### config.mk
export PLATFORM = sky130hd
export DESIGN_NAME = rotary_knob_input_qualifier_core
export DESIGN_NICKNAME = d
export VERILOG_FILES = /design/src/rtl/rkiq_pkg.sv /design/src/rtl/rotary_knob_input_qualifier_core.sv /design/src/rtl/rkiq_knob.sv /design/src/rtl/rkiq_sel.sv
export VERILOG_INCLUDE_DIRS = /design/src /design/src/rtl
export SDC_FILE = /design/constraint.sdc
export NUM_CORES = 1
export LEC_CHECK = 0
export BUFFER_PORTS_ARGS = -buffer_cell sky130_fd_sc_hd__buf_2
export CAP_MARGIN = 30
export CORE_ASPECT_RATIO = 0.75
export CORE_MARGIN = 8
export CORE_UTILIZATION = 60
export DETAILED_ROUTE_END_ITERATION = 10
export PLACE_DENSITY = 0.87
export SKIP_CTS_REPAIR_TIMING = 1
export SYNTH_ARGS = -nofsm -noshare
export SYNTH_HDL_FRONTEND = slang
export SYNTH_HIERARCHICAL = 1
export SYNTH_SLANG_ARGS = --single-unit
### constraint.sdc
create_clock -name clk -period 8.3 [get_ports clk]
set_input_delay 0.415 -clock clk [delete_from_list [all_inputs] [get_ports clk]]
set_output_delay 0.415 -clock clk [all_outputs]
set_load 0.02 [all_outputs]
### src/rtl/rotary_knob_input_qualifier_core_defines.svh
// Assertion macros used by the knob qualifier core.
`ifndef ROTARY_KNOB_INPUT_QUALIFIER_CORE_DEFINES_SVH
`define ROTARY_KNOB_INPUT_QUALIFIER_CORE_DEFINES_SVH

// Checks that the antecedent implies the consequent in the same cycle.
`define RKIQ_ASSERT_IMPL(lbl, ck, rn, ante, cons) \
  lbl: assert property (@(posedge ck) disable iff (!rn) (ante) |-> (cons)) \
    else $error("knob qualifier assertion failed");

// Checks that the expression is never true outside reset.
`define RKIQ_ASSERT_NEVER(lbl, ck, rn, expr) \
  lbl: assert property (@(posedge ck) disable iff (!rn) !(expr)) \
    else $error("knob qualifier assertion failed");

`endif

### src/rtl/rkiq_pkg.sv
// Shared constants and types of the rotary knob input qualifier.
package rkiq_pkg;

  localparam int KNOB_SLOTS = 3;
  localparam int KNOB_COUNT = 3;

  localparam int POS_W      = 8;
  localparam int TIMER_W    = 16;
  localparam int THR_W      = 7;
  localparam int CNT_W      = 9;
  localparam int SEL_W      = 8;
  localparam int WORD_W     = 27;
  localparam int PRESS_BASE = 24;
  localparam int CFG_IDX_W  = 2;
  localparam int CFG_DATA_W = 16;

  localparam logic [TIMER_W-1:0] TIMER_MAX = {TIMER_W{1'b1}};
  localparam logic [CNT_W-1:0]   CNT_MAX   = CNT_W'(256);
  localparam logic [CNT_W-1:0]   CNT_MIN   = CNT_W'(1);

  // Configuration register indexes.
  localparam logic [CFG_IDX_W-1:0] CFG_STEP_THRESHOLD     = 2'd0;
  localparam logic [CFG_IDX_W-1:0] CFG_ENTRY_COUNT        = 2'd1;
  localparam logic [CFG_IDX_W-1:0] CFG_DOUBLE_CLICK_TICKS = 2'd2;

  // Item operation codes.
  localparam logic OP_SAMPLE = 1'b0;
  localparam logic OP_TICK   = 1'b1;

  typedef struct packed {
    logic adv;
    logic tick;
  } knob_cmd_t;

  typedef struct packed {
    logic [POS_W-1:0] delta;
    logic             pressed;
    logic             press_edge;
    logic             dbl;
  } knob_res_t;

endpackage

### src/rtl/rotary_knob_input_qualifier_core.sv
// Top level of the rotary knob input qualifier: registers, knob units and result stage.
//
//   channel | direction | handshake          | payload
//   in_     | input     | in_valid/in_stall   | in_op, in_knobs_word
//   out_    | output    | out_valid/out_stall | deltas, press flags, selected index
//   cfg_    | input     | cfg_valid/cfg_ready | cfg_index, cfg_data
//
// One transaction per cycle is sustained while out_stall is low; each one is held in the
// input register, then in the result register, which loads whenever advance is high.
// Reset (rst_n low, synchronous) clears all knob state, the selection and the
// configuration registers to their defaults.
// in_stall rises only when both the input register and the result register hold
// transactions and out_stall is high; cfg_ready is always high.
`include "rotary_knob_input_qualifier_core_defines.svh"
module rotary_knob_input_qualifier_core
  import rkiq_pkg::*;
(
  input  logic                   clk,
  input  logic                   rst_n,
  input  logic                   in_valid,
  output logic                   in_stall,
  input  logic                   in_op,
  input  logic [WORD_W-1:0]      in_knobs_word,
  output logic                   out_valid,
  input  logic                   out_stall,
  output logic signed [POS_W-1:0] out_delta_knob0,
  output logic signed [POS_W-1:0] out_delta_knob1,
  output logic signed [POS_W-1:0] out_delta_knob2,
  output logic [KNOB_SLOTS-1:0]  out_pressed_now,
  output logic [KNOB_SLOTS-1:0]  out_press_edges,
  output logic [KNOB_SLOTS-1:0]  out_double_clicks,
  output logic [SEL_W-1:0]       out_selected_index,
  input  logic                   cfg_valid,
  output logic                   cfg_ready,
  input  logic [CFG_IDX_W-1:0]   cfg_index,
  input  logic [CFG_DATA_W-1:0]  cfg_data
);

  logic [THR_W-1:0]   step_threshold_r;
  logic [CNT_W-1:0]   entry_count_r;
  logic [TIMER_W-1:0] double_click_ticks_r;

  logic              s1_valid_r;
  logic              s1_op_r;
  logic [WORD_W-1:0] s1_word_r;
  logic              out_valid_r;
  logic              advance;
  knob_cmd_t         cmd;

  knob_res_t        res [KNOB_SLOTS];
  logic [SEL_W-1:0] sel_nxt;

  logic [POS_W-1:0]      delta_r [KNOB_SLOTS];
  logic [KNOB_SLOTS-1:0] pressed_r, edges_r, doubles_r;
  logic [SEL_W-1:0]      sel_out_r;

  assign cfg_ready = 1'b1;

  always_ff @(posedge clk) begin
    if (!rst_n) begin
      step_threshold_r     <= THR_W'(2);
      entry_count_r        <= CNT_MIN;
      double_click_ticks_r <= TIMER_W'(1);
    end else if (cfg_valid && cfg_ready) begin
      case (cfg_index)
        CFG_STEP_THRESHOLD:     step_threshold_r     <= cfg_data[THR_W-1:0];
        CFG_ENTRY_COUNT:        entry_count_r        <= cfg_data[CNT_W-1:0];
        CFG_DOUBLE_CLICK_TICKS: double_click_ticks_r <= cfg_data[TIMER_W-1:0];
        default: ;
      endcase
    end
  end

  // The input register moves on whenever the result register is free or draining.
  assign advance  = s1_valid_r && !(out_valid_r && out_stall);
  assign in_stall = s1_valid_r && out_valid_r && out_stall;
  assign cmd.adv  = advance;
  assign cmd.tick = (s1_op_r == OP_TICK);

  always_ff @(posedge clk) begin
    if (!rst_n) begin
      s1_valid_r <= 1'b0;
    end else if (!in_stall) begin
      s1_valid_r <= in_valid;
    end
  end

  always_ff @(posedge clk) begin
    if (in_valid && !in_stall) begin
      s1_op_r   <= in_op;
      s1_word_r <= in_knobs_word;
    end
  end

  for (genvar i = 0; i < KNOB_SLOTS; i++) begin : g_knob
    if (i < KNOB_COUNT) begin : g_on
      rkiq_knob u_knob (
        .clk   (clk),
        .rst_n (rst_n),
        .cmd   (cmd),
        .pos   (s1_word_r[POS_W*i +: POS_W]),
        .pr    (s1_word_r[PRESS_BASE+i]),
        .dct   (double_click_ticks_r),
        .res   (res[i])
      );
    end else begin : g_off
      assign res[i] = '0;
    end
  end

  rkiq_sel u_sel (
    .clk         (clk),
    .rst_n       (rst_n),
    .cmd         (cmd),
    .delta1      (res[1].delta),
    .thr         (step_threshold_r),
    .entry_count (entry_count_r),
    .sel_nxt     (sel_nxt)
  );

  always_ff @(posedge clk) begin
    if (!rst_n) begin
      out_valid_r <= 1'b0;
    end else if (advance) begin
      out_valid_r <= 1'b1;
    end else if (!out_stall) begin
      out_valid_r <= 1'b0;
    end
  end

  always_ff @(posedge clk) begin
    if (advance) begin
      for (int i = 0; i < KNOB_SLOTS; i++) begin
        delta_r[i]   <= res[i].delta;
        pressed_r[i] <= res[i].pressed;
        edges_r[i]   <= res[i].press_edge;
        doubles_r[i] <= res[i].dbl;
      end
      sel_out_r <= sel_nxt;
    end
  end

  assign out_valid          = out_valid_r;
  assign out_delta_knob0    = $signed(delta_r[0]);
  assign out_delta_knob1    = $signed(delta_r[1]);
  assign out_delta_knob2    = $signed(delta_r[2]);
  assign out_pressed_now    = pressed_r;
  assign out_press_edges    = edges_r;
  assign out_double_clicks  = doubles_r;
  assign out_selected_index = sel_out_r;

  // A double click is always also a press edge, and an edge means the knob is pressed.
  `RKIQ_ASSERT_IMPL(a_dbl_is_edge, clk, rst_n, out_valid_r, (doubles_r & ~edges_r) == '0)
  `RKIQ_ASSERT_IMPL(a_edge_is_pressed, clk, rst_n, out_valid_r, (edges_r & ~pressed_r) == '0)
  `RKIQ_ASSERT_IMPL(a_stall_needs_full, clk, rst_n, in_stall, s1_valid_r && out_valid_r)
  `RKIQ_ASSERT_NEVER(a_no_adv_empty, clk, rst_n, advance && !s1_valid_r)

endmodule

### src/rtl/rkiq_knob.sv
// State and qualification logic for one knob: delta, press edge and double click.
module rkiq_knob
  import rkiq_pkg::*;
(
  input  logic               clk,
  input  logic               rst_n,
  input  knob_cmd_t          cmd,
  input  logic [POS_W-1:0]   pos,
  input  logic               pr,
  input  logic [TIMER_W-1:0] dct,
  output knob_res_t          res
);

  logic [POS_W-1:0]   last_pos_r, last_pos_nxt;
  logic               last_pr_r, last_pr_nxt;
  logic               await_r, await_nxt;
  logic [TIMER_W-1:0] timer_r, timer_nxt;
  logic [TIMER_W-1:0] timer_inc;
  logic               press_edge;
  logic               dbl;

  always_comb begin
    timer_inc    = (timer_r == TIMER_MAX) ? timer_r : timer_r + 1'b1;
    press_edge   = !cmd.tick && pr && !last_pr_r;
    last_pos_nxt = last_pos_r;
    last_pr_nxt  = last_pr_r;
    await_nxt    = await_r;
    timer_nxt    = timer_r;
    dbl          = 1'b0;
    if (cmd.tick) begin
      timer_nxt = timer_inc;
      await_nxt = await_r && !(timer_inc > dct);
    end else begin
      last_pos_nxt = pos;
      last_pr_nxt  = pr;
      if (press_edge) begin
        // The timer is read before it restarts; an edge that comes while waiting ends the wait.
        dbl       = await_r && (timer_r < dct);
        await_nxt = !await_r;
        timer_nxt = '0;
      end else begin
        await_nxt = await_r && !(timer_r > dct);
      end
    end
  end

  always_ff @(posedge clk) begin
    if (!rst_n) begin
      last_pos_r <= '0;
      last_pr_r  <= 1'b0;
      await_r    <= 1'b0;
      timer_r    <= '0;
    end else if (cmd.adv) begin
      last_pos_r <= last_pos_nxt;
      last_pr_r  <= last_pr_nxt;
      await_r    <= await_nxt;
      timer_r    <= timer_nxt;
    end
  end

  assign res.delta      = cmd.tick ? '0 : pos - last_pos_r;
  assign res.pressed    = last_pr_nxt;
  assign res.press_edge = press_edge;
  assign res.dbl        = dbl;

endmodule

### src/rtl/rkiq_sel.sv
// Wrapping selection index stepped by the signed change of knob 1.
module rkiq_sel
  import rkiq_pkg::*;
(
  input  logic             clk,
  input  logic             rst_n,
  input  knob_cmd_t        cmd,
  input  logic [POS_W-1:0] delta1,
  input  logic [THR_W-1:0] thr,
  input  logic [CNT_W-1:0] entry_count,
  output logic [SEL_W-1:0] sel_nxt
);

  logic [SEL_W-1:0] sel_r;
  logic [CNT_W-1:0] eff_count;
  logic [SEL_W-1:0] sel_up;
  logic signed [POS_W:0] d_ext;
  logic signed [POS_W:0] thr_pos;
  logic signed [POS_W:0] thr_neg;

  always_comb begin
    if (entry_count == '0) begin
      eff_count = CNT_MIN;
    end else if (entry_count > CNT_MAX) begin
      eff_count = CNT_MAX;
    end else begin
      eff_count = entry_count;
    end
    d_ext   = $signed({delta1[POS_W-1], delta1});
    thr_pos = $signed({{(POS_W+1-THR_W){1'b0}}, thr});
    thr_neg = -thr_pos;
    sel_up  = sel_r + 1'b1;
    sel_nxt = sel_r;
    if (!cmd.tick) begin
      if (d_ext > thr_pos) begin
        sel_nxt = ({1'b0, sel_up} >= eff_count) ? '0 : sel_up;
      end else if (d_ext < thr_neg) begin
        // A step down wraps only from zero; a stale high index just decrements.
        if (sel_r == '0) begin
          sel_nxt = SEL_W'(eff_count - 1'b1);
        end else begin
          sel_nxt = sel_r - 1'b1;
        end
      end
    end
  end

  always_ff @(posedge clk) begin
    if (!rst_n) begin
      sel_r <= '0;
    end else if (cmd.adv) begin
      sel_r <= sel_nxt;
    end
  end

endmodule
* Yosys cells after proc, flatten, opt, wreduce, memory -nomap -nowiden
Memories as Yosys holds them, arrays and structs flattened. Cells that the tools add are included.
Cells by class: bitwise logic cells 4, muxes and demuxes 32, equality and inequality tests 6, $add $sub $neg 10, magnitude comparators 13, multiply operators 0, reduce and logical (&&, ||, !) cells 51, shift-type cells 0, div/mod/pow operators 0
Operators with widths (count):
- 16-bit two-way mux | 9
- 16-bit > comparator | 6
- 8-bit two-way mux | 8
- 16-bit by 1-bit adder with 16-bit output, second input constant | 3
- 16-bit equality test, second input constant | 3
- 16-bit < comparator | 3
- 8-bit subtractor | 3
- 1-bit logical AND | 20
- 9-bit two-way mux | 2
- 8-bit by 1-bit subtractor with 8-bit output, second input constant | 2
- 1-bit logical NOT | 15
- 2-bit AND reduction | 7
- 1-bit two-way mux | 13
- 8-bit by 9-bit >= comparator with 1-bit output | 1
- 9-bit > comparator, second input constant | 1
- 9-bit logical NOT | 1
- 8-bit by 9-bit < comparator with 1-bit output | 1
- 7-bit negator with 9-bit output | 1
- 8-bit by 1-bit adder with 8-bit output, second input constant | 1
- 8-bit > comparator | 1
- 8-bit logical NOT | 1
- 2-bit nonzero test | 3
- 2-bit OR reduction | 3
- 1-bit NOT | 4
- other kinds (4) | 4
Storage, ports and cells: ROM bits 0, output and inout port bits 44, bits in writable memories 24, word-level logic and storage cells 143, bits in latches 0, bits of input ports 51, memories 1, flip-flop bits (word level) 165
Memory list:
- delta_r | depth 3, bits a word 8, rd ports 3, clocked after memory_dff 0, write ports 3, RTL line rotary_knob_input_qualifier_core.sv:53 | logic [POS_W-1:0] delta_r [KNOB_SLOTS];

* Longest topological paths before layout
Gate-level depths: netlist (run 1).
depth after elaboration 8, depth in mapped cells 18, mapped depth without buffers 17

* By module
The synthesis (run 1) kept the hierarchy.
By module, submodules not included:
- rotary_knob_input_qualifier_core | area each 3432.0 um^2, sequential area each 2752.6 um^2, cells an instance 207, instances 1
- rkiq_knob (g_knob[2].g_on.u_knob) | area each 2733.9 um^2, sequential area each 520.5 um^2, cells an instance 360, instances 1
- rkiq_knob (g_knob[0].g_on.u_knob) | area each 2658.8 um^2, sequential area each 520.5 um^2, cells an instance 341, instances 1
- rkiq_knob (g_knob[1].g_on.u_knob) | area each 2650.0 um^2, sequential area each 520.5 um^2, cells an instance 339, instances 1
- rkiq_sel | area each 1871.8 um^2, sequential area each 160.2 um^2, cells an instance 256, instances 1

* Worst setup path after synthesis (run 1)
Ideal clock, no wire load.
path type input to register, from input port out_stall, to register g_knob[1].g_on.u_knob.timer_r[3], buffers on the path 1, arrival time 6.037 ns, stages on the path 6, data required time 8.184 ns, slack 2.147 ns, path through a21boi_0 > o21ai_0 > and2_1 > clkbuf_1 > a21o_1 > a31o_2
Between the ends: cells in the longest elaborated chain, start to end 4
RTL lines:
- from (decl) | RTL line rotary_knob_input_qualifier_core.sv:25 | input logic out_stall,
- 1-bit logical AND | RTL line rotary_knob_input_qualifier_core.sv:75 | assign advance = s1_valid_r && !(out_valid_r && out_stall);
- 1-bit logical NOT | RTL line rotary_knob_input_qualifier_core.sv:75
- 1-bit logical AND | RTL line rotary_knob_input_qualifier_core.sv:75
- 2-bit AND reduction (no line)
- to (signal assigned) | RTL line rkiq_knob.sv:57 | timer_r <= timer_nxt;
- to (decl) | RTL line rkiq_knob.sv:17 | logic [TIMER_W-1:0] timer_r, timer_nxt;
No other way between the ends. A chain may end at the register's enable or synchronous reset.

==> results of run 1 <==
worst max path at each step:
stage / start / to / cells past startpoint / slack [ns]
after global routing: s1_word_r[8]$_DFFE_PP_ / out_selected_index[4]$_DFFE_PP_ / 16 / 3.66
final: s1_word_r[8]$_DFFE_PP_ / out_selected_index[4]$_DFFE_PP_ / 16 / 3.96
after detailed placement: s1_word_r[8]$_DFFE_PP_ / out_selected_index[4]$_DFFE_PP_ / 16 / 4.05
after global placement: s1_word_r[8]$_DFFE_PP_ / out_selected_index[7]$_DFFE_PP_ / 16 / 4.23
after floorplan: out_stall / g_knob[1].g_on.u_knob/timer_r[3]$_SDFFE_PN0P_ / 6 / 2.15
after CTS: s1_word_r[8]$_DFFE_PP_ / out_selected_index[4]$_DFFE_PP_ / 16 / 4.02
flip-flops by register name (all words and copies together) (netlist names):
register / count
out_valid: 1
u_sel/sel_r: 8
delta_r: 24
step_threshold_r: 7
entry_count_r: 9
s1_word_r: 27
out_pressed_now: 3
g_knob.g_on.u_knob/last_pr_r: 3
double_click_ticks_r: 16
g_knob.g_on.u_knob/last_pos_r: 24
out_press_edges: 3
out_selected_index: 8
s1_op_r: 1
s1_valid_r: 1
out_double_clicks: 3
g_knob.g_on.u_knob/await_r: 3
g_knob.g_on.u_knob/timer_r: 48
cells by family (layout without fill, tap and decap cells):
family                   Yosys count  count (layout)  share of synthesized area [%]
XOR/XNOR                          60              60                          3.937
adder cells (fa/ha/maj)          150             150                          14.23
flip-flops                       189             189                          33.52
buffers and inverters            176             233                          6.009
AND/OR/NAND/NOR                  540             540                          20.96
AO/OA/AOI/OAI                    346             346                          18.12
other                              1               1                        0.02810
multiplexers                      41              41                          3.187
per-layer routing:
metal / GRT usage [%] / share of wire (%)
met5: 0 / 0
met1: 33.29 / 44
met3: 5.029 / 8.5
met4: 8.844 / 2.5
met2: 38.22 / 44
per-stage QoR:
stage / hold WS [ns] / total power, mW / utilization [%] / cell area [um2] / worst slack (ns)
detailed placement: 0.4580 / 1.436 / 63.04 / 13830 / 4.053
floorplan: 0.4435 / 1.330 / - / 13350 / 2.147
global placement: 0.4505 / 1.425 / 63.04 / 13830 / 4.227
finish: 0.1376 / 2.222 / 65.58 / 14390 / 3.962
CTS: 0.1174 / 2.228 / 65.58 / 14390 / 4.017
global route: 0.1175 / 2.311 / 65.58 / 14390 / 3.656
cell type report:
| type | count | share of cell area, % |
|---|---|---|
| repair buffers | 99 | 3.566 |
| inverters | 102 | 2.662 |
| well taps | 294 | 2.557 |
| clock inverters | 14 | 0.8959 |
| clock buffers | 18 | 2.983 |
| flip-flops and latches | 189 | 31.10 |
| multi-input cells | 1138 | 56.23 |
cells in the final DEF, fill, tap and decap left out, drive strengths merged, types with 5 or more instances in the layout:
cell type and count:
buf 99, nor3 33, a31oi 25, and4 7, nand3 53, xnor2 42, clkinv 5, nand2b 22
nor4 13, a22o 7, o211a 6, nand4 28, dfxtp 120, mux2 9, or4 7, o41ai 6
o211ai 20, o21ai 58, a22oi 5, mux2i 32, ha 147, edfxtp 69, nor3b 10, o21a 16
a211oi 11, inv 110, nor2 91, a221oi 5, a21o 26, a21oi 82, or2 5, a21boi 34
clkbuf 18, nor2b 38, and3 18, nand2 185, and2 10, or3 6, xor2 18
report_power, final:
part,internal [mW],total (mW),switching [mW],leakage (nW)
Combinational,0.151,0.397,0.246,4.02
Clock,0.397,0.796,0.399,0.275
Sequential,1.00,1.03,0.0286,1.64
Total,1.55,2.22,0.674,5.94
==> summary.md, run 1 <==
| Metric | Value |
|---|---|
| Syn Std Cell Area | `13350 um2` |
| Hold EP | `s1_word_r[8]$_DFFE_PP_` |
| Yosys cell types | `102` |
| EDFF count, synth | `69` |
| Antenna-violating nets left | `0` |
| Most numerous cell in the Yosys netlist | `nand2_1` |
| Crit path DAT | `4.61 ns` |
| Post-Synthesis Cells | `1503` |
| Number of global-route vias before repair | `11030` |
| Max rail drop VDD | `150.3 uV` |
| Top FF cell, synth | `dfxtp_1` |
| Yosys warning count | `6` |
| Final TNS setup | `0 ns` |
| Via count | `11420` |
| Relative slew slack | `29.58%` |
| Hold WC Path Type | `primary input to flip-flop` |
| Post-DP HPWL | `25520 um` |
| Synth-to-Final Area Change | `7.781%` |
| Die width | `188.2 um` |
| Max clock buf depth | `2` |
| Total grt overflow | `0` |
| Final setup fails | `0` |
| Max Clock Skew | `0.01186 ns` |
| CTS HTree Levels | `4` |
| Critical Path RT | `8.57 ns` |
| RSZ-0062 raised after global routing | `no` |
| Post-Layout Cell Count | `1854` |
| Die H | `145.2 um` |
| Effective utilization at floorplan | `60.85%` |
| Hold path depth | `1` |
| Seq. cell area | `4474 um2` |
| R2R depth | `16` |
| DR vias/cell | `6.161` |
| R2R Path Start | `s1_word_r[8]$_DFFE_PP_` |
| Commonest cells in the netlist | `nand2_1, ha_1, dfxtp_1` |
| Register area share after synthesis | `33.52%` |
| Layout Nets | `1748` |
| Worst-path cell chain | `inv_1, ha_1, inv_1, fa_1, a21o_1, a21o_1, a21oi_1, or4b_2, nand3_1, ha_1, nand3_1, o221ai_1, a31oi_1, o21ai_1, or3_1, a32oi_1` |
| CTS tree | `built` |
| Share of cells above drive strength 1 | `11.73%` |
| Cells after DPL | `1822` |
| Worst-path maximum fanout | `12` |
| Lkg Pwr | `5.940 nW` |
| Slowest stage cell, crit path | `a31oi_1` |
| Power Density | `154.5 nW/um2` |
| CP delay by family, top | `compound AO/OA/AOI/OAI gates` |
| Wire per inst | `18.57 um` |
| Final Critical Period | `4.338 ns` |
| Hold wc startpoint | `in_knobs_word[8]` |
| Max_cap viols | `0` |
| Post-synth top area share | `18.00%` |
| CTS Buf Count | `17` |
| Crit path buf inv count | `2` |
| CP Launch Type | `flip-flop` |
| R2R Setup Slk | `3.96 ns` |
| Kind of critical path | `flip-flop to flip-flop` |
| Largest net degree at the start of global routing | `70` |
| Clk_lat worst skew | `0.45 ns` |
| GPL Wtd Cong | `0.9981` |
| Initial antenna violation count | `0` |
| Fin. Hold Viols | `0` |
| DRC Markers | `0` |
| CP max stage delay | `0.48 ns` |
| Worst r2r dst | `out_selected_index[4]$_DFFE_PP_` |
| Die area | `27320 um2` |
| Syn Area/Cell | `8.880 um2` |
| Crit. End Element | `flip-flop` |
| Clock Sinks | `189` |
| CTS root buf | `clkbuf_16` |
| Tcrit/Tclk final | `52.26%` |
| Area contributors post-synth | `dfxtp_1, edfxtp_1, ha_1, nand2_1, a21oi_1` |
| Top cell type by total area after synthesis | `dfxtp_1` |
| Slew Viols, Final | `0` |
| ANT cells | `0` |
| Cell Rows | `47` |
| Total wire length | `34420 um` |
| GRT Total Usage | `24.55%` |
| Area of the multi-input gates | `8089 um2` |
| FILL cells | `1730` |
| I/O pin total | `95` |
| Synthesized Nets | `1704` |
| Status | `completed` |
| Drt initial violations | `1346` |
| First-pass GRT wire length | `55500 um` |
| Slew @ Worst Pin | `1.054 ns` |
| DRT Pass-1 Iters | `6` |
| Async SR Flop Fraction | `0%` |
| Flops & latches, synth | `189` |
| CORE AREA | `21930 um2` |
| Max frequency | `230.5 MHz` |
| Worst-path clk slew | `0.08 ns` |
| I/O Buffers | `93` |
No activity file was read; power rests on OpenSTA's default activity.
==> inputs of run 2 (changes only) <==
Settings changed: ABC_AREA from default to 1.
Clock period 8.3 ns to 4.2 ns, I/O delays scaled along.
==> summary.md, run 2 <==
| Metric | Value |
|---|---|
| GRT Total Usage | `24.67% (+0.11 points)` |
| Crit. End Element | `flip-flop` |
| Initial antenna violation count | `0 (unchanged)` |
| Slew @ Worst Pin | `0.9434 ns (-0.1107 ns)` |
| Max frequency | `258.3 MHz (+12%)` |
| Drt initial violations | `1067 (-21%)` |
| Area contributors post-synth | `dfxtp_1, edfxtp_1, ha_1, nand2_1, inv_1` |
| Syn Std Cell Area | `12950 um2 (-3.0%)` |
| Post-route cell area | `14550 um2 (+1.1%)` |
| Share of cells above drive strength 1 | `11.72% (about the same)` |
| Top cell type by total area after synthesis | `dfxtp_1` |
| Wire per inst | `15.71 um (-15%)` |
| Synthesized Nets | `1946 (+14%)` |
| Final TNS setup | `0 ns (unchanged)` |
| Lkg Pwr | `7.028 nW (+18%)` |
| Effective utilization at floorplan | `61.15% (+0.31 points)` |
| Int Power | `3.126 mW (+100%)` |
| Die width | `185.7 um (-1.4%)` |
| Max FFs per register | `48 (unchanged)` |
| CORE AREA | `21180 um2 (-3.4%)` |
| Tcrit/Tclk final | `92.18% (+40 points)` |
| Post-Layout Cell Count | `2156 (+16%)` |
| Post-synth top area share | `18.55% (+0.55 points)` |
| DR vias/cell | `5.615 (-8.9%)` |
| Crit path buf inv count | `4 (+2)` |
| Worst-path clk slew | `0.08 ns (about the same)` |
| Hold WC Path Type | `primary input to flip-flop` |
| GPL Wtd Cong | `0.9241 (-7.4%)` |
| Tot Pwr | `4.638 mW (+110%)` |
| Status | `completed` |
| Post-route setup slack | `0.3286 ns (-3.634 ns)` |
| Flops & latches, synth | `189 (unchanged)` |
| Die area | `26590 um2 (-2.7%)` |
| Kind of critical path | `flip-flop to flip-flop` |
| Max Clock Skew | `0.01428 ns (+0.002422 ns)` |
| EDFF count, synth | `69 (unchanged)` |
| Largest net degree at the start of global routing | `53 (-24%)` |
| First-pass GRT wire length | `53320 um (-3.9%)` |
| Dpl ws | `0.5925 ns (-3.461 ns)` |
| Slowest stage cell, crit path | `fa_1` |
| Share of power burned in registers | `44.3% (-2.0 points)` |
| Max rail drop VDD | `254.4 uV (+69%)` |
| Syn Area/Cell | `7.423 um2 (-16%)` |
| Max clock buf depth | `2 (unchanged)` |
| Cells after DPL | `2092 (+15%)` |
| Clk_lat worst skew | `0.45 ns (about the same)` |
| Fin. Hold Viols | `0 (unchanged)` |
| Die H | `143.2 um (-1.3%)` |
| Power Density | `318.8 nW/um2 (+110%)` |
| Yosys warning count | `6 (unchanged)` |
| Total wire length | `33870 um (-1.6%)` |
| CTS Buf Count | `17 (unchanged)` |
| Yosys cell types | `48 (-53%)` |
| Worst-path maximum fanout | `10 (-2)` |
| Regs by FF count | `g_knob.g_on.u_knob/timer_r x48, s1_word_r x27` |
| Critical Path RT | `4.41 ns (-4.16 ns)` |
| Slew Viols, Final | `0 (unchanged)` |
| Final Critical Period | `3.871 ns (-0.4664 ns)` |
| Switching Share | `32.59% (+2.3 points)` |
| Synth-to-Final Area Change | `12.30%` |
| Most numerous cell in the Yosys netlist | `nand2_1` |
| Clk network pwr share | `36.4% (+0.6 points)` |
| Commonest non-fill, non-tap cell in the layout | `nand2_1` |
| Register area share after synthesis | `34.54% (+1.0 points)` |
| I/O pin total | `95 (unchanged)` |
| Cell Rows | `46 (-2.1%)` |
| Crit path DAT | `4.08 ns (-0.53 ns)` |
| Top reg by flops | `g_knob.g_on.u_knob/timer_r` |
| Comb power frac | `19.3% (+1.4 points)` |
| CP Launch Type | `flip-flop` |
| Final setup fails | `0 (unchanged)` |
| DRC Markers | `0 (unchanged)` |
| Commonest cells in the netlist | `nand2_1, inv_1, a21oi_1` |
| CP most frequent cell | `nand2_1` |
| Async SR Flop Fraction | `0% (unchanged)` |
| CP max stage delay | `0.41 ns (-0.07 ns)` |
| Commonest cells after routing, fill and taps aside | `nand2_1, inv_1, a21oi_1` |
| Post-DP HPWL | `24240 um (-5.0%)` |
| Post-Synthesis Cells | `1745 (+16%)` |
| CTS root buf | `clkbuf_16` |
| I/O Buffers | `93 (unchanged)` |
| Top FF cell, synth | `dfxtp_1` |
| Switch Pwr | `1.511 mW (+120%)` |
| Number of global-route vias before repair | `11280 (+2.2%)` |
| Total grt overflow | `0 (unchanged)` |
| DRT Pass-1 Iters | `6 (unchanged)` |
| ANT cells | `0 (unchanged)` |
| CTS HTree Levels | `4 (unchanged)` |
| Clock Sinks | `189 (unchanged)` |
| CTS tree | `built` |
| Layout Nets | `2056 (+18%)` |
| Antenna-violating nets left | `0 (unchanged)` |
| CP delay by family, top | `simple AND/OR/NAND/NOR gates` |
| Area post-placement | `13590 um2 (-1.7%)` |
| Via count | `12110 (+6.0%)` |
| Relative slew slack | `37.04% (+7.5 points)` |
| Max_cap viols | `0 (unchanged)` |
-- run 2: final cells by class --
| type | count | area [um2] |
|---|---|---|
| Clock inverter | 15 | 205.2 |
| Clock buffer | 17 | 425.4 |
| Sequential cell | 189 | 4474 |
| Timing Repair Buffer | 131 | 830.8 |
| Multi-Input combinational cell | 1253 | 7254 |
| Tap cell | 288 | 360.3 |
| Fill cell | 1678 | 6635 |
| Inverter | 263 | 994.7 |
-- run 2: worst paths after layout --
check                                                   startpoint                                                to  slack (ns)  depth (start not counted)
setup / recovery                            s1_word_r[8]$_DFFE_PP_                   out_selected_index[6]$_DFFE_PP_        0.33                         25
hold / removal                                        cfg_data[13]             double_click_ticks_r[13]$_SDFFE_PN0P_        0.01                          3
hold reg to reg   g_knob[0].g_on.u_knob/last_pos_r[5]$_SDFFE_PN0P_  g_knob[0].g_on.u_knob/last_pos_r[5]$_SDFFE_PN0P_        0.46                          2
setup reg to reg                            s1_word_r[8]$_DFFE_PP_                   out_selected_index[6]$_DFFE_PP_        0.33                         25
-- run 2: kinds of logic (layout without fill, tap and decap cells) --
group	count (synthesis)	after routing	share of synthesized area (%)
other cells	1	1	0.02895
compound gates	273	273	11.25
xor+xnor	50	50	3.439
flops	189	189	34.54
buf+inv	303	426	9.505
simple gates	779	779	26.56
fa+ha+maj	150	150	14.66
-- run 2: power by group through the flow --
| stage | clock network (mW) | logic [mW] | registers, mW |
|---|---|---|---|
| 2_1_floorplan | 0 | 0.599 | 2.11 |
| 6_report | 1.69 | 0.895 | 2.05 |
| 5_1_grt | 1.78 | 0.999 | 2.06 |
| 4_1_cts | 1.71 | 0.852 | 2.05 |
| 3_5_place_dp | 0 | 0.839 | 2.09 |
| 3_3_place_gp | 0 | 0.802 | 2.09 |
-- run 2: routing by layer --
| layer | global-route usage, % | vias up | wire length (um) |
|---|---|---|---|
| li1 | - | 5869 | - |
| met1 | 31.31 | 5581 | 14480 |
| met2 | 41.07 | 558 | 15990 |
| met3 | 5.230 | 97 | 2621 |
| met4 | 8.545 | 0 | 772 |
| met5 | 0 | - | 0 |
-- run 2: per-stage QoR --
stage / utilization [%] / hold slack (ns)
3_5_place_dp: 64.18 / 0.3881
6_report: 68.67 / 0.01054
5_1_grt: 68.67 / -0.008845
4_1_cts: 67.16 / -0.08345
3_3_place_gp: 64.18 / 0.3863
2_1_floorplan: - / 0.3089
-- run 2: worst min-delay path, cell delays in order --
cell and delay, ns:
buf_2 0.08, nor2_1 0.04, nor2_1 0.09
==> inputs of run 3 (changes only) <==
Settings changed: ABC_AREA 1 to 0, HOLD_SLACK_MARGIN from default to 0.08, SKIP_LAST_GASP from default to 1.
==> summary.md, run 3 (synthesized netlist as in run 1, its figures left out) <==
| Metric | Value |
|---|---|
| Status | `completed` |
| CTS root buf | `clkbuf_16` |
| Cell Rows | `47 (+2.2%)` |
| Crit. End Element | `flip-flop` |
| Power Density | `306.4 nW/um2 (-3.9%)` |
| Max FFs per register | `48 (unchanged)` |
| GRT Total Usage | `24.85% (+0.18 points)` |
| Total grt overflow | `0 (unchanged)` |
| CTS tree | `built` |
| CP delay by family, top | `compound AO/OA/AOI/OAI gates` |
| Slowest stage cell, crit path | `mux2_2` |
| Largest net degree at the start of global routing | `61 (+15%)` |
| Tcrit/Tclk final | `95.19% (+3.0 points)` |
| DRC Markers | `0 (unchanged)` |
| Post-Layout Cell Count | `1903 (-12%)` |
| Clock Sinks | `189 (unchanged)` |
| Relative slew slack | `36.83% (-0.21 points)` |
| Final Critical Period | `3.998 ns (+0.1267 ns)` |
| Number of global-route vias before repair | `11170 (-0.91%)` |
| Lkg Pwr | `6.183 nW (-12%)` |
| Crit path buf inv count | `0 (-4)` |
| Crit path DAT | `4.20 ns (+0.12 ns)` |
| Max rail drop VDD | `270.9 uV (+6.5%)` |
| Commonest cells after routing, fill and taps aside | `nand2_1, ha_1, dfxtp_1` |
| Share of cells above drive strength 1 | `12.49% (+0.77 points)` |
| CP max stage delay | `0.46 ns (+0.05 ns)` |
| FILL cells | `1687 (+0.54%)` |
| Commonest non-fill, non-tap cell in the layout | `nand2_1` |
| I/O Buffers | `93 (unchanged)` |
| CTS HTree Levels | `4 (unchanged)` |
| Initial antenna violation count | `0 (unchanged)` |
| Max clock buf depth | `2 (unchanged)` |
| Final TNS setup | `0 ns (unchanged)` |
| Synth-to-Final Area Change | `11.94%` |
| I/O pin total | `95 (unchanged)` |
| Max frequency | `250.1 MHz (-3.2%)` |
| Die area | `27320 um2 (+2.7%)` |
| CTS Buf Count | `17 (unchanged)` |
| First-pass GRT wire length | `56470 um (+5.9%)` |
| DRT Pass-1 Iters | `5 (-1)` |
| Top reg by flops | `g_knob.g_on.u_knob/timer_r` |
| Die width | `188.2 um (+1.4%)` |
| Post-DP HPWL | `26240 um (+8.2%)` |
| Max_cap viols | `0 (unchanged)` |
| Drt initial violations | `1241 (+16%)` |
| Max Clock Skew | `0.01376 ns (-0.0005252 ns)` |
| RSZ-0062 raised after global routing | `yes` |
| Worst-path cell chain | `ha_1, nor2b_1, o21ai_0, a21oi_1, o41ai_1, mux2_2, ha_1, o221ai_1, a31oi_2, or2_4, o31ai_2, o211ai_1, mux2_2` |
| Cells after DPL | `1833 (-12%)` |
| Wire per inst | `18.91 um (+20%)` |
| Critical Path RT | `4.40 ns (about the same)` |
| Total wire length | `35990 um (+6.3%)` |
| Via count | `11840 (-2.2%)` |
| Worst-path clk slew | `0.09 ns (about the same)` |
| Die H | `145.2 um (+1.3%)` |
| Kind of critical path | `flip-flop to flip-flop` |
| DR vias/cell | `6.222 (+11%)` |
| Effective utilization at floorplan | `60.85% (-0.31 points)` |
| Regs by FF count | `g_knob.g_on.u_knob/timer_r x48, s1_word_r x27` |
| Final setup fails | `0 (unchanged)` |
| Hold WC Path Type | `primary input to flip-flop` |
| CORE AREA | `21930 um2 (+3.6%)` |
| Worst-path maximum fanout | `8 (-2)` |
| Layout Nets | `1797 (-13%)` |
| Slew @ Worst Pin | `0.9475 ns (+0.004166 ns)` |
| Fin. Hold Viols | `0 (unchanged)` |
| GPL Wtd Cong | `0.9295 (+0.58%)` |
| Antenna-violating nets left | `0 (unchanged)` |
| Slew Viols, Final | `0 (unchanged)` |
| Clk_lat worst skew | `0.45 ns (about the same)` |
| ANT cells | `0 (unchanged)` |
| CP Launch Type | `flip-flop` |
-- run 3: cell count changes in the layout (fill, tap and decap cells not counted), sizes merged, moves of 32 or more --
cell	before	now
inv	267	109
nor2	185	91
mux2i	0	32
nor2b	0	38
a21oi	181	82
nand2	463	185
a21boi	0	34
xnor2	5	42
-- run 3: final timing paths --
check | start | endpoint | slack [ns] | cells past startpoint
setup / recovery | s1_word_r[9]$_DFFE_PP_ | out_selected_index[6]$_DFFE_PP_ | 0.20 | 13
hold / removal | out_stall | out_valid$_SDFFE_PN0P_ | 0.10 | 3
setup reg to reg | s1_word_r[9]$_DFFE_PP_ | out_selected_index[6]$_DFFE_PP_ | 0.20 | 13
hold reg to reg | g_knob[2].g_on.u_knob/last_pos_r[6]$_SDFFE_PN0P_ | g_knob[2].g_on.u_knob/last_pos_r[6]$_SDFFE_PN0P_ | 0.47 | 2
-- run 3: through the flow --
stage	hold WS [ns]	setup WS [ns]	instance area, um2	power, mW	utilization, %
floorplan	0.3089	0.5243	13350	2.626	-
global placement	0.3875	0.2954	13900	2.824	63.39
detailed placement	0.3881	0.09955	13900	2.849	63.39
CTS	-0.08632	0.05453	14520	4.525	66.21
global route	0.1159	-0.01040	14940	4.743	68.11
finish	0.1002	0.2019	14940	4.577	68.11
-- run 3: area by class of cell --
type	instances	area, um2	share of cell area, %
Inverter	102	382.9	2.563
Timing Repair Buffer	148	975.9	6.532
Tap cell	294	367.9	2.462
Clock inverter	15	193.9	1.298
Sequential cell	189	4474	29.95
Clock buffer	17	425.4	2.847
Multi-Input combinational cell	1138	8120	54.35
-- run 3: layer usage --
| layer | vias to the layer above | track usage (%) | wire length, um |
|---|---|---|---|
| li1 | 5606 | - | - |
| met1 | 5658 | 33.68 | 16070 |
| met2 | 510 | 39.55 | 16540 |
| met3 | 66 | 4.837 | 2674 |
| met4 | 0 | 7.508 | 709 |
| met5 | - | 0 | 0 |
-- run 3: where the power goes --
part	internal, mW	switching [mW]	total (mW)	leakage [nW]
Clock	0.862	0.837	1.70	0.302
Sequential	1.98	0.0568	2.03	1.64
Combinational	0.336	0.508	0.845	4.24
Total	3.17	1.40	4.58	6.18
-- run 3: tightest hold or removal path, delay by kind of cell --
kind,cells,cell delay (ns)
AO/OA/AOI/OAI,1,0.07
buffers and inverters,1,0.12
AND/OR/NAND/NOR,1,0.11
